[src/rtl/core/twled_pkg.sv]
// Package for the two-wire LED driver master: item types, phase codes,
// command bytes and configuration constants.
// Used by every module in rtl/core; depends on nothing else.
package twled_pkg;

    // APB address width and register map.
    localparam int PADDR_W = 3;
    localparam logic [PADDR_W-1:0] ADDR_PHASE_TICKS = 3'd0;
    localparam logic [7:0] PHASE_TICKS_RESET = 8'd4;

    // Command bytes and the mask of the bit that goes out first.
    localparam logic [7:0] CMD_SYSTEM  = 8'h48;
    localparam logic [7:0] CMD_KEYREAD = 8'h4F;
    localparam logic [7:0] MSB_MASK    = 8'h80;
    localparam logic [3:0] BITS_PER_BYTE = 4'd8;

    // Kind of input item.
    typedef enum logic [1:0] {
        FUNC_TICK = 2'd0,
        FUNC_DISP = 2'd1,
        FUNC_SYS  = 2'd2,
        FUNC_KEY  = 2'd3
    } t_func;

    // Waveform phases, one-hot.
    typedef enum logic [14:0] {
        PH_IDLE    = 15'h0001,
        PH_START_A = 15'h0002,
        PH_START_B = 15'h0004,
        PH_START_C = 15'h0008,
        PH_WBIT_LO = 15'h0010,
        PH_WBIT_HI = 15'h0020,
        PH_WACK_LO = 15'h0040,
        PH_WACK_HI = 15'h0080,
        PH_RBIT_LO = 15'h0100,
        PH_RBIT_HI = 15'h0200,
        PH_RACK_LO = 15'h0400,
        PH_RACK_HI = 15'h0800,
        PH_STOP_A  = 15'h1000,
        PH_STOP_B  = 15'h2000,
        PH_STOP_C  = 15'h4000
    } t_phase;

    // One input item.
    typedef struct packed {
        t_func       func;
        logic [7:0]  addr_byte;
        logic [7:0]  data_byte;
        logic [2:0]  brightness;
        logic        seven_segment;
        logic        low_power;
        logic        display_on;
        logic        sda_in;
    } t_in_item;

    // One result item.
    typedef struct packed {
        logic        scl;
        logic        sda_out;
        logic        sda_drive;
        logic        busy_res;
        logic        rejected;
        logic        key_valid;
        logic [7:0]  key_code;
    } t_out_item;

    // A frame is in progress in every phase but idle; stray codes count as idle.
    function automatic logic ph_busy(input t_phase ph);
        logic b;
        case (ph)
            PH_START_A, PH_START_B, PH_START_C, PH_WBIT_LO, PH_WBIT_HI,
            PH_WACK_LO, PH_WACK_HI, PH_RBIT_LO, PH_RBIT_HI, PH_RACK_LO,
            PH_RACK_HI, PH_STOP_A, PH_STOP_B, PH_STOP_C: b = 1'b1;
            default: b = 1'b0;
        endcase
        return b;
    endfunction

endpackage

[src/rtl/core/twled_cfg.sv]
// APB register file of the two-wire LED driver master: holds phase_ticks.
// Depends on twled_pkg.
module twled_cfg
    import twled_pkg::*;
(
    input  logic               i_clk,
    input  logic               i_rst_n,
    input  logic               psel,
    input  logic               penable,
    input  logic               pwrite,
    input  logic [PADDR_W-1:0] paddr,
    input  logic [31:0]        pwdata,
    output logic [31:0]        prdata,
    output logic               pready,
    output logic [7:0]         o_phase_ticks
);

    logic [7:0] r_phase_ticks;
    logic       wr_en;

    // A write lands in the access cycle.
    assign wr_en = psel && penable && pwrite && (paddr == ADDR_PHASE_TICKS);

    always_ff @(posedge i_clk) begin
        if (!i_rst_n) begin
            r_phase_ticks <= PHASE_TICKS_RESET;
        end else if (wr_en) begin
            r_phase_ticks <= pwdata[7:0];
        end
    end

    // Read back; unmapped addresses read as zero.
    always_comb begin
        prdata = 32'd0;
        if (paddr == ADDR_PHASE_TICKS) begin
            prdata = {24'd0, r_phase_ticks};
        end
    end

    assign pready        = 1'b1;
    assign o_phase_ticks = r_phase_ticks;

endmodule

[src/rtl/core/twled_core.sv]
// Phase machine of the two-wire LED driver master: frame loading, tick
// counting, bit shifting and line decode for one item per cycle while i_en is high.
// Depends on twled_pkg.
module twled_core
    import twled_pkg::*;
(
    input  logic       i_clk,
    input  logic       i_rst_n,
    input  logic       i_en,
    input  t_in_item   i_item,
    input  logic [7:0] i_phase_ticks,
    output t_out_item  o_result
);

    t_phase     r_phase,       n_phase;
    logic [3:0] r_bit_count,   n_bit_count;
    logic       r_byte_index,  n_byte_index;
    t_func      r_kind,        n_kind;
    logic [7:0] r_shift_reg,   n_shift_reg;
    logic [7:0] r_second_byte, n_second_byte;
    logic [7:0] r_tick_count,  n_tick_count;
    logic [7:0] r_key_reg,     n_key_reg;

    logic       busy;
    logic       rej;
    logic       key_done;
    logic [7:0] limit;
    logic [7:0] tick_inc;
    logic [3:0] bit_inc;

    assign busy     = ph_busy(r_phase);
    assign limit    = (i_phase_ticks == 8'd0) ? 8'd1 : i_phase_ticks;
    assign tick_inc = r_tick_count + 8'd1;
    assign bit_inc  = r_bit_count + 4'd1;

    // Next state for the item in the input register.
    always_comb begin
        n_phase       = r_phase;
        n_bit_count   = r_bit_count;
        n_byte_index  = r_byte_index;
        n_kind        = r_kind;
        n_shift_reg   = r_shift_reg;
        n_second_byte = r_second_byte;
        n_tick_count  = r_tick_count;
        n_key_reg     = r_key_reg;
        rej           = 1'b0;
        key_done      = 1'b0;

        if (i_item.func != FUNC_TICK) begin
            if (busy) begin
                rej = 1'b1;
            end else begin
                // Load a new frame.
                n_kind       = i_item.func;
                n_byte_index = 1'b0;
                n_bit_count  = 4'd0;
                n_tick_count = 8'd0;
                n_phase      = PH_START_A;
                case (i_item.func)
                    FUNC_DISP: begin
                        n_shift_reg   = i_item.addr_byte;
                        n_second_byte = i_item.data_byte;
                    end
                    FUNC_SYS: begin
                        n_shift_reg   = CMD_SYSTEM;
                        n_second_byte = {1'b0, i_item.brightness, i_item.seven_segment,
                                         i_item.low_power, 1'b0, i_item.display_on};
                    end
                    default: begin
                        n_shift_reg   = CMD_KEYREAD;
                        n_second_byte = 8'd0;
                    end
                endcase
            end
        end else if (busy) begin
            // Count ticks; step the waveform when the phase has run its time.
            n_tick_count = tick_inc;
            if (tick_inc >= limit) begin
                n_tick_count = 8'd0;
                case (r_phase)
                    PH_START_A: n_phase = PH_START_B;
                    PH_START_B: n_phase = PH_START_C;
                    PH_START_C: begin
                        n_bit_count = 4'd0;
                        n_phase     = PH_WBIT_LO;
                    end
                    PH_WBIT_LO: n_phase = PH_WBIT_HI;
                    PH_WBIT_HI: begin
                        n_shift_reg = {r_shift_reg[6:0], 1'b0};
                        n_bit_count = bit_inc;
                        n_phase     = (bit_inc >= BITS_PER_BYTE) ? PH_WACK_LO : PH_WBIT_LO;
                    end
                    PH_WACK_LO: n_phase = PH_WACK_HI;
                    PH_WACK_HI: begin
                        n_bit_count = 4'd0;
                        if (r_byte_index) begin
                            n_phase = PH_STOP_A;
                        end else if (r_kind == FUNC_KEY) begin
                            n_shift_reg = 8'd0;
                            n_phase     = PH_RBIT_LO;
                        end else begin
                            n_byte_index = 1'b1;
                            n_shift_reg  = r_second_byte;
                            n_phase      = PH_WBIT_LO;
                        end
                    end
                    PH_RBIT_LO: n_phase = PH_RBIT_HI;
                    PH_RBIT_HI: begin
                        n_shift_reg = {r_shift_reg[6:0], i_item.sda_in};
                        n_bit_count = bit_inc;
                        if (bit_inc >= BITS_PER_BYTE) begin
                            n_key_reg = {r_shift_reg[6:0], i_item.sda_in};
                            n_phase   = PH_RACK_LO;
                        end else begin
                            n_phase = PH_RBIT_LO;
                        end
                    end
                    PH_RACK_LO: n_phase = PH_RACK_HI;
                    PH_RACK_HI: n_phase = PH_STOP_A;
                    PH_STOP_A:  n_phase = PH_STOP_B;
                    PH_STOP_B:  n_phase = PH_STOP_C;
                    PH_STOP_C: begin
                        key_done = (r_kind == FUNC_KEY);
                        n_phase  = PH_IDLE;
                    end
                    default: n_phase = PH_IDLE;
                endcase
            end
        end else begin
            n_phase = PH_IDLE;
        end
    end

    // Line levels decoded from the phase the item leaves behind.
    always_comb begin
        o_result.scl       = 1'b1;
        o_result.sda_out   = 1'b1;
        o_result.sda_drive = 1'b0;
        case (n_phase)
            PH_START_A: o_result.sda_drive = 1'b1;
            PH_START_B: begin
                o_result.sda_out   = 1'b0;
                o_result.sda_drive = 1'b1;
            end
            PH_START_C, PH_STOP_A, PH_RACK_LO: begin
                o_result.scl       = 1'b0;
                o_result.sda_out   = 1'b0;
                o_result.sda_drive = 1'b1;
            end
            PH_WBIT_LO: begin
                o_result.scl       = 1'b0;
                o_result.sda_out   = (n_shift_reg & MSB_MASK) != 8'd0;
                o_result.sda_drive = 1'b1;
            end
            PH_WBIT_HI: begin
                o_result.sda_out   = (n_shift_reg & MSB_MASK) != 8'd0;
                o_result.sda_drive = 1'b1;
            end
            PH_WACK_LO, PH_RBIT_LO: o_result.scl = 1'b0;
            PH_RACK_HI, PH_STOP_B: begin
                o_result.sda_out   = 1'b0;
                o_result.sda_drive = 1'b1;
            end
            PH_STOP_C: o_result.sda_drive = 1'b1;
            default: o_result.scl = 1'b1;
        endcase
        o_result.busy_res  = ph_busy(n_phase);
        o_result.rejected  = rej;
        o_result.key_valid = key_done;
        o_result.key_code  = n_key_reg;
    end

    // State advances only when the item moves on to the result register.
    always_ff @(posedge i_clk) begin
        if (!i_rst_n) begin
            r_phase       <= PH_IDLE;
            r_bit_count   <= 4'd0;
            r_byte_index  <= 1'b0;
            r_kind        <= FUNC_TICK;
            r_shift_reg   <= 8'd0;
            r_second_byte <= 8'd0;
            r_tick_count  <= 8'd0;
            r_key_reg     <= 8'd0;
        end else if (i_en) begin
            r_phase       <= n_phase;
            r_bit_count   <= n_bit_count;
            r_byte_index  <= n_byte_index;
            r_kind        <= n_kind;
            r_shift_reg   <= n_shift_reg;
            r_second_byte <= n_second_byte;
            r_tick_count  <= n_tick_count;
            r_key_reg     <= n_key_reg;
        end
    end

endmodule

[src/rtl/core/two_wire_led_driver_master.sv]
// Two-wire LED driver master, top level: input register, phase machine and result register.
// Stages: only the input register and the result register.
// Throughput: one item per cycle unless a full result register is stalled.
// Reset is synchronous, active low: idle bus, phase_ticks back to 4, key code cleared.
// Depends on twled_pkg, twled_cfg and twled_core.
module two_wire_led_driver_master
    import twled_pkg::*;
(
    input  logic               i_clk,
    input  logic               i_rst_n,
    input  logic               i_in_valid,
    output logic               o_in_stall,
    input  t_in_item           i_in_item,
    output logic               o_out_valid,
    input  logic               i_out_stall,
    output t_out_item          o_out_item,
    input  logic               psel,
    input  logic               penable,
    input  logic               pwrite,
    input  logic [PADDR_W-1:0] paddr,
    input  logic [31:0]        pwdata,
    output logic [31:0]        prdata,
    output logic               pready
);

    logic      r_in_valid;
    t_in_item  r_in_item;
    logic      r_out_valid;
    t_out_item r_out_item;

    logic       in_accept;
    logic       out_load;
    logic [7:0] phase_ticks;
    t_out_item  result;

    // The item in the input register moves on whenever the result register frees up.
    assign out_load   = r_in_valid && (!r_out_valid || !i_out_stall);
    assign o_in_stall = r_in_valid && !out_load;
    assign in_accept  = i_in_valid && !o_in_stall;

    twled_cfg u_cfg (
        .i_clk         (i_clk),
        .i_rst_n       (i_rst_n),
        .psel          (psel),
        .penable       (penable),
        .pwrite        (pwrite),
        .paddr         (paddr),
        .pwdata        (pwdata),
        .prdata        (prdata),
        .pready        (pready),
        .o_phase_ticks (phase_ticks)
    );

    twled_core u_core (
        .i_clk         (i_clk),
        .i_rst_n       (i_rst_n),
        .i_en          (out_load),
        .i_item        (r_in_item),
        .i_phase_ticks (phase_ticks),
        .o_result      (result)
    );

    // Input register.
    always_ff @(posedge i_clk) begin
        if (!i_rst_n) begin
            r_in_valid <= 1'b0;
        end else if (in_accept) begin
            r_in_valid <= 1'b1;
        end else if (out_load) begin
            r_in_valid <= 1'b0;
        end
    end

    always_ff @(posedge i_clk) begin
        if (in_accept) begin
            r_in_item <= i_in_item;
        end
    end

    // Result register.
    always_ff @(posedge i_clk) begin
        if (!i_rst_n) begin
            r_out_valid <= 1'b0;
        end else if (out_load) begin
            r_out_valid <= 1'b1;
        end else if (!i_out_stall) begin
            r_out_valid <= 1'b0;
        end
    end

    always_ff @(posedge i_clk) begin
        if (out_load) begin
            r_out_item <= result;
        end
    end

    assign o_out_valid = r_out_valid;
    assign o_out_item  = r_out_item;

    // The input side only backs up behind a full, stalled result register.
    a_stall_needs_full: assert property (@(posedge i_clk) disable iff (!i_rst_n)
        o_in_stall |-> (r_out_valid && i_out_stall))
        else $error("input stalled while the result register could take an item");

    // A rejected command leaves the frame running.
    a_reject_busy: assert property (@(posedge i_clk) disable iff (!i_rst_n)
        (r_out_valid && r_out_item.rejected) |-> r_out_item.busy_res)
        else $error("rejected item reported with the bus idle");

    // A finished key read leaves the bus idle.
    a_key_idle: assert property (@(posedge i_clk) disable iff (!i_rst_n)
        (r_out_valid && r_out_item.key_valid) |-> !r_out_item.busy_res)
        else $error("key read completion reported while still busy");

    // A released data line always reads as high.
    a_release_high: assert property (@(posedge i_clk) disable iff (!i_rst_n)
        (r_out_valid && !r_out_item.sda_drive) |-> r_out_item.sda_out)
        else $error("data line released with a low level");

endmodule

[config.mk]
export PLATFORM = sky130hd
export DESIGN_NAME = two_wire_led_driver_master
export DESIGN_NICKNAME = d
export VERILOG_FILES = /design/src/rtl/core/twled_pkg.sv /design/src/rtl/core/twled_cfg.sv /design/src/rtl/core/twled_core.sv /design/src/rtl/core/two_wire_led_driver_master.sv
export SDC_FILE = /design/constraint.sdc
export NUM_CORES = 1
export LEC_CHECK = 0
export BUFFER_PORTS_ARGS = -buffer_cell sky130_fd_sc_hd__buf_2
export CAP_MARGIN = 10
export CORE_UTILIZATION = 55
export DETAILED_ROUTE_END_ITERATION = 6
export GPL_TIMING_DRIVEN = 0
export HOLD_SLACK_MARGIN = 0.15
export PLACE_DENSITY = 0.92
export SYNTH_ARGS = -nofsm -noshare
export SYNTH_HDL_FRONTEND = slang
export SYNTH_SLANG_ARGS = --single-unit
[constraint.sdc]
create_clock -name i_clk -period 3.5 [get_ports i_clk]
set_input_delay 0.35 -clock i_clk [delete_from_list [all_inputs] [get_ports i_clk]]
set_output_delay 0.35 -clock i_clk [all_outputs]
set_load 0.03 [all_outputs]
; ---- Word-level counts from Yosys, hierarchy flattened
; Index checks and enable logic that the tools add are counted.
[word_totals]
ff_bits = 103
input_bits = 67
out_inout_bits = 49
wordCells = 153
[op_classes]
n_addsub = 2
magnitude_cmp = 2
n_eq_ne = 34
n_mux = 51
n_bitwise = 3
n_reduce_logical = 34
[ops]
columns = cell, count
row1 = case mux 15 bit (13 select lines), 1
row2 = two-way mux 8 bit, 17
row3 = two-way mux 15 bit, 5
row4 = case mux 8 bit (2 select lines), 2
row5 = == test 15 x 10 -> 1 bit (second input constant), 2
row6 = == test 15 x 11 -> 1 bit (second input constant), 2
row7 = == test 15 x 12 -> 1 bit (second input constant), 2
row8 = == test 15 x 13 -> 1 bit (second input constant), 2
row9 = == test 15 x 14 -> 1 bit (second input constant), 2
row10 = == test 15 bit (second input constant), 2
row11 = == test 15 x 2 -> 1 bit (second input constant), 2
row12 = == test 15 x 3 -> 1 bit (second input constant), 2
row13 = == test 15 x 4 -> 1 bit (second input constant), 2
row14 = == test 15 x 5 -> 1 bit (second input constant), 2
row15 = == test 15 x 6 -> 1 bit (second input constant), 2
row16 = == test 15 x 7 -> 1 bit (second input constant), 2
row17 = == test 15 x 8 -> 1 bit (second input constant), 2
row18 = == test 15 x 9 -> 1 bit (second input constant), 2
row19 = OR reduction 14 bit, 2
row20 = case mux 8 bit (3 select lines), 1
row21 = two-way mux 1 bit, 16
row22 = two-way mux 4 bit, 4
row23 = OR reduction 6 bit, 2
row24 = two-way mux 11 bit, 1
row25 = 28 further kinds, 47

; ---- Logic depth before layout (Yosys ltp)
[depth]
word_depth = 10
ltp_mapped = 14
depth_no_buf = 13

; ---- Modules after synthesis
; Synthesis repeated with hierarchy kept, for this count alone.
[unflattened]
hier_cells = 564
hier_area_um2 = 5511.5
[modules_own_cells]
columns = module, instances, cells_per_inst, area_per_inst_um2, seq_area_each_um2
row1 = twled_core, 1, 445, 3647.2, 1081.0
row2 = two_wire_led_driver_master, 1, 47, 1255.0, 1211.2
row3 = twled_cfg, 1, 72, 609.3, 160.2

; ---- Worst setup path after synthesis
; Ideal clock, no wire load.
[synth_timing]
kind = register to register
startpoint = register u_core.r_tick_count[0]
endpoint = register r_out_item (netlist bit o_out_item[12]), data pin
setup_ns = 0.256
t_arrival_ns = 2.814
required_ns = 3.244
path_slack_ns = 0.430
stages_incl_launch_ff = 13
n_path_buf = 0
period_less_slack_ns = 3.070
cell_sequence = dfxtp_1 -> nand3_1 -> nor2_1 -> nand3_1 -> xnor2_1 -> ha_1 -> and4_1 -> nand2_1 -> o32ai_2 -> nand3b_1 -> a2111oi_0 -> a211oi_1 -> a31o_2
[synth_rtl]
columns = item, line_no
row1 = "start, declared", twled_core.sv:21  ; logic [7:0] r_tick_count, n_tick_count;
row2 = "start signal, assigned", twled_core.sv:191  ; r_tick_count <= n_tick_count;
row3 = "end signal, assigned", two_wire_led_driver_master.sv:93  ; r_out_item <= result;
row4 = "end, declared", two_wire_led_driver_master.sv:29  ; t_out_item r_out_item;

; ---- Worst setup path in the final report
[layout_timing]
startpoint = register u_core.r_phase[11]
endpoint = register u_core.r_bit_count[3]
[layout_via]
elab_cells_between_ends = 26
cone_classes = 15 x eq/ne / 5 x mux / 6 x reduce/logical
[layout_rtl]
columns = item, line_no
row1 = "start, declared", twled_core.sv:15  ; t_phase r_phase, n_phase;
row2 = "start signal, assigned", twled_core.sv:185  ; r_phase <= n_phase;
row3 = "== test 15 bit, or another cell as far along", twled_pkg.sv:70  ; case (ph)
row4 = OR reduction 14 bit (*), twled_pkg.sv:70
row5 = two-way mux 1 bit (*), twled_pkg.sv:70
row6 = via u_core.busy, twled_core.sv:24  ; logic busy;
row7 = != test 2 bit (no source line) or nonzero test 2 bit (tied branches), -
row8 = AND reduction 5 bit (no source line) (*), -
row9 = "end signal, assigned", twled_core.sv:186  ; r_bit_count <= n_bit_count;
row10 = "end, declared", twled_core.sv:16  ; logic [3:0] r_bit_count, n_bit_count;
; Mark *: on every way through the listed nets, which the timed path passes. The rest lies on a longest branch. The select of a mux whose other input is x is not followed.
; A chain may end at the register's enable or synchronous reset.

==> run_results.csv <==
group,metric,value,unit
global_route,grt_max_degree,24,
clock_network,clk_pin_slew,110,ps
synthesis,synth-edff-count,39,
floorplan,initial_utilization,57.1,%
pwr,power_density,379,nW/um^2
setup_path,cell_repeated_most_along_the_worst_path,"nand2_1",
cells_and_area,regArea,2450,um^2
timing,setup_viol,0,
place,finalWeightedCongestion,0.981,
drt,dr.pass1.iters,5,
timing,setup_ws,52.0,ps
global_route,via_count_of_the_first_global_routing_pass,4536,
synthesis,sequential_fraction_of_the_synthesis_area,46.2,%
pwr,power_leakage,2.59,nW
drt,routed_via_density,5.75,
timing,hold_viol_final,0,
cells_and_area,top_register,"r_in_item",
floorplan,dieWidth,100,um
clock_network,worstSkewPairLatency,400,ps
synthesis,syn-mean-instance-area,9.35,um^2
timing,max_freq,290,MHz
global_route,grt_remaining_overflow,0,
synthesis,synth_top_area_share,24.2,%
global_route,grtUsageTotal,28.1,%
timing,finClkSkew,19.3,ps
flow_run,number_of_maximum_capacitance_constraint_violations,0,
cells_and_area,layout.filler_cells,705,
clock_network,clock_sink_count,103,
cells_and_area,nNetsFinal,781,
clock_network,root_buffer,"clkbuf_8",
timing,worst_slew_pin_slew,1120,ps
pwr,vdd_ir_drop_max,0.000313,V
worst_hold_path,hp-class,"in2reg",
drt,dr.first_iter.drc_count,351,
run_status,outcome,"complete, no violations",
timing,layout_min_cycle_time,3450,ps
setup_path,start_kind,"flip-flop",
place,port_buffers,65,
synthesis,synth.cell_area,5300,um^2
timing,slew_violations,0,
clock_network,ctsHtreeMaxLevel,3,
place,detailed_place_hpwl,9.60,mm
setup_path,setup.worst_path.class,"reg2reg",
global_route,number_of_antenna_violations_at_the_first_check_in_global_routing,0,
synthesis,ys_async_sr_fraction,0,%
synthesis,synthesis.instances,567,
floorplan,top_level_ports,116,
synthesis,ys_dominant_reg_cell,"dfxtp_1",
synthesis,ys_warn_count,0,
cells_and_area,multi_input_area,2650,um^2
setup_path,crit_buf_inv,4,
synthesis,synth_seq_cells,103,
pwr,fin_total_pwr,2.47,mW
clock_network,numCtsBuffers,9,
floorplan,placeableCoreArea,9280,um^2
clock_network,cts_tree,"built",
place,placed_cell_area,5890,um^2
cells_and_area,largest_register_ffs,25,
setup_path,timing.critical_path.slowest_stage_cell,"nor4_4",
setup_path,cell_family_with_most_cp_delay,"simple AND/OR/NAND/NOR gates",
floorplan,std_cell_rows,35,
synthesis,synth.largest_area_cell,"dfxtp_1",
setup_path,worstPathMaxFanout,10,
setup_path,worstSetupEndpointType,"flip-flop",
floorplan,die-height,100,um
timing,final_min_period_over_clock_period,98.5,%
floorplan,design.die.area,10000,um^2
global_route,grt_pass1_wl,21.9,mm
cells_and_area,layout-drive-gt1-share,23.6,%
cells_and_area,antennaDiodeCount,0,
setup_path,cp_slowest_stage_delay,500,ps
timing,hold_ws,159,ps
cells_and_area,design_area,6520,um^2
place,dpl_worst_slack,-356,ps
setup_path,crit_path_cell_trace,"clkbuf_1 > nor4_4 > buf_4 > nand3_1 > a211oi_2 > nor3_2 > nand2_1 > buf_2 > ha_1 > nand2_1 > clkbuf_2 > nor2_1 > nand2_1 > nand2_1 > a21oi_1",
cells_and_area,synthToLayoutAreaGrowth,23.0,%
synthesis,post_synth_num_cell_types,65,
setup_path,worst-endpoint-arrival,3760,ps
setup_path,worst_path_required_time,3810,ps
synthesis,synth_area_leaders,"dfxtp_1 24%, edfxtp_1 22%, nor2_1 5.0%",
drt,routed-via-count,4792,
drt,avgRoutedWirePerCell,16.6,um
drt,post_route_drc_violation_count,0,
drt,drt-total-wl,13.8,mm
drt,ant_nets,0,
timing,max_slew_margin,25.4,%
cells_and_area,postLayoutCoreUtil,70.3,%
clock_network,clock_tree.buffer_depth,2,
-- synthesized netlist by cell type (all sizes together), types with 5 or more instances --
cell     n
nor2    73
dfxtp   64
nand2   57
a21oi   45
edfxtp  39
buf     34
nor3    24
clkbuf  22
nand3   18
ha      15
inv     15
a22o    14
o21ai   12
a22oi   11
and2    11
nor4    11
mux2i   10
a211oi   8
mux2     8
nand4    8
xor2     7
xnor2    5
-- where the power goes --
part | switching (mW) | leakage [nW] | internal [mW] | total (mW)
logic | 0.196 | 1.60 | 0.118 | 0.314
registers | 0.0244 | 0.888 | 1.29 | 1.31
clock network | 0.487 | 0.109 | 0.354 | 0.841
-- metrics by stage --
step | std cells | TNS [ps]
detailed placement | 785 | -2270
global placement | 784 | -313
global route | 833 | -70.2
floorplan | 590 | 0
CTS | 825 | 0
finish | 833 | 0
-- timing repair --
action,in CTS,in global routing
buffers inserted,0,8
pin swaps,0,3
gates resized for setup,6,16
hold buffers,24,0
endpoints found under the setup margin,22,20
hold endpoints to repair,24,0
-- cell usage in the layout, fill, tap and decap left out, drive strengths merged, types with 5 or more instances in the layout --
cell type | synthesis | final
dfxtp | 64 | 64
nand2 | 57 | 57
xor2 | 7 | 7
nand4 | 8 | 8
a21oi | 45 | 45
nor3 | 24 | 24
ha | 15 | 15
conb | 2 | 25
a211oi | 8 | 8
nor4 | 11 | 11
a22oi | 11 | 11
nand3 | 18 | 18
mux2 | 8 | 8
clkbuf | 22 | 31
a22o | 14 | 14
nor2 | 73 | 73
and2 | 11 | 11
dlygate4sd3 | 0 | 24
mux2i | 10 | 10
edfxtp | 39 | 39
xnor2 | 5 | 5
o21ai | 12 | 12
inv | 15 | 17
buf | 34 | 108
-- final timing paths --
check | start | end | slack [ps] | depth (start not counted)
setup / recovery | u_core.r_phase[11]$_SDFFE_PN0P_ | u_core.r_bit_count[3]$_SDFFE_PN0P_ | 50 | 15
hold / removal | i_in_item[0] | r_in_item[0]$_DFFE_PP_ | 160 | 1
setup reg to reg | u_core.r_phase[11]$_SDFFE_PN0P_ | u_core.r_bit_count[3]$_SDFFE_PN0P_ | 50 | 15
hold reg to reg | u_core.r_second_byte[5]$_SDFFE_PN0P_ | u_core.r_second_byte[5]$_SDFFE_PN0P_ | 470 | 2
-- kinds of logic (layout without fill, tap and decap cells) --
| family | after synthesis | in the layout | synth area share, % |
|---|---|---|---|
| simple gates | 230 | 230 | 21.8 |
| other cells | 2 | 25 | 0.142 |
| fa+ha+maj | 15 | 15 | 3.54 |
| flops | 103 | 103 | 46.2 |
| compound gates | 116 | 116 | 15.5 |
| xor+xnor | 12 | 12 | 1.98 |
| mux | 18 | 18 | 3.59 |
| buf+inv | 71 | 185 | 7.20 |
-- metal layers --
metal | share of wire [%] | wire length, um | vias up | GRT usage [%]
li1 | - | - | 2270 | -
met1 | 41 | 5650 | 2239 | 34.3
met2 | 49 | 6750 | 227 | 47.9
met3 | 6.5 | 898 | 56 | 5.64
met4 | 3.8 | 528 | 0 | 12.7
met5 | 0 | 0 | - | 0
-- layout make-up --
type	count	area share (%)
clock buffers	9	1.90
plain buffers	56	5.04
flip-flops and latches	103	37.6
multi-input cells	416	40.6
inverters	15	0.863
well taps	129	2.47
clock inverters	7	1.55
repair buffers	98	10.0
No activity file was read; power rests on OpenSTA's default activity.
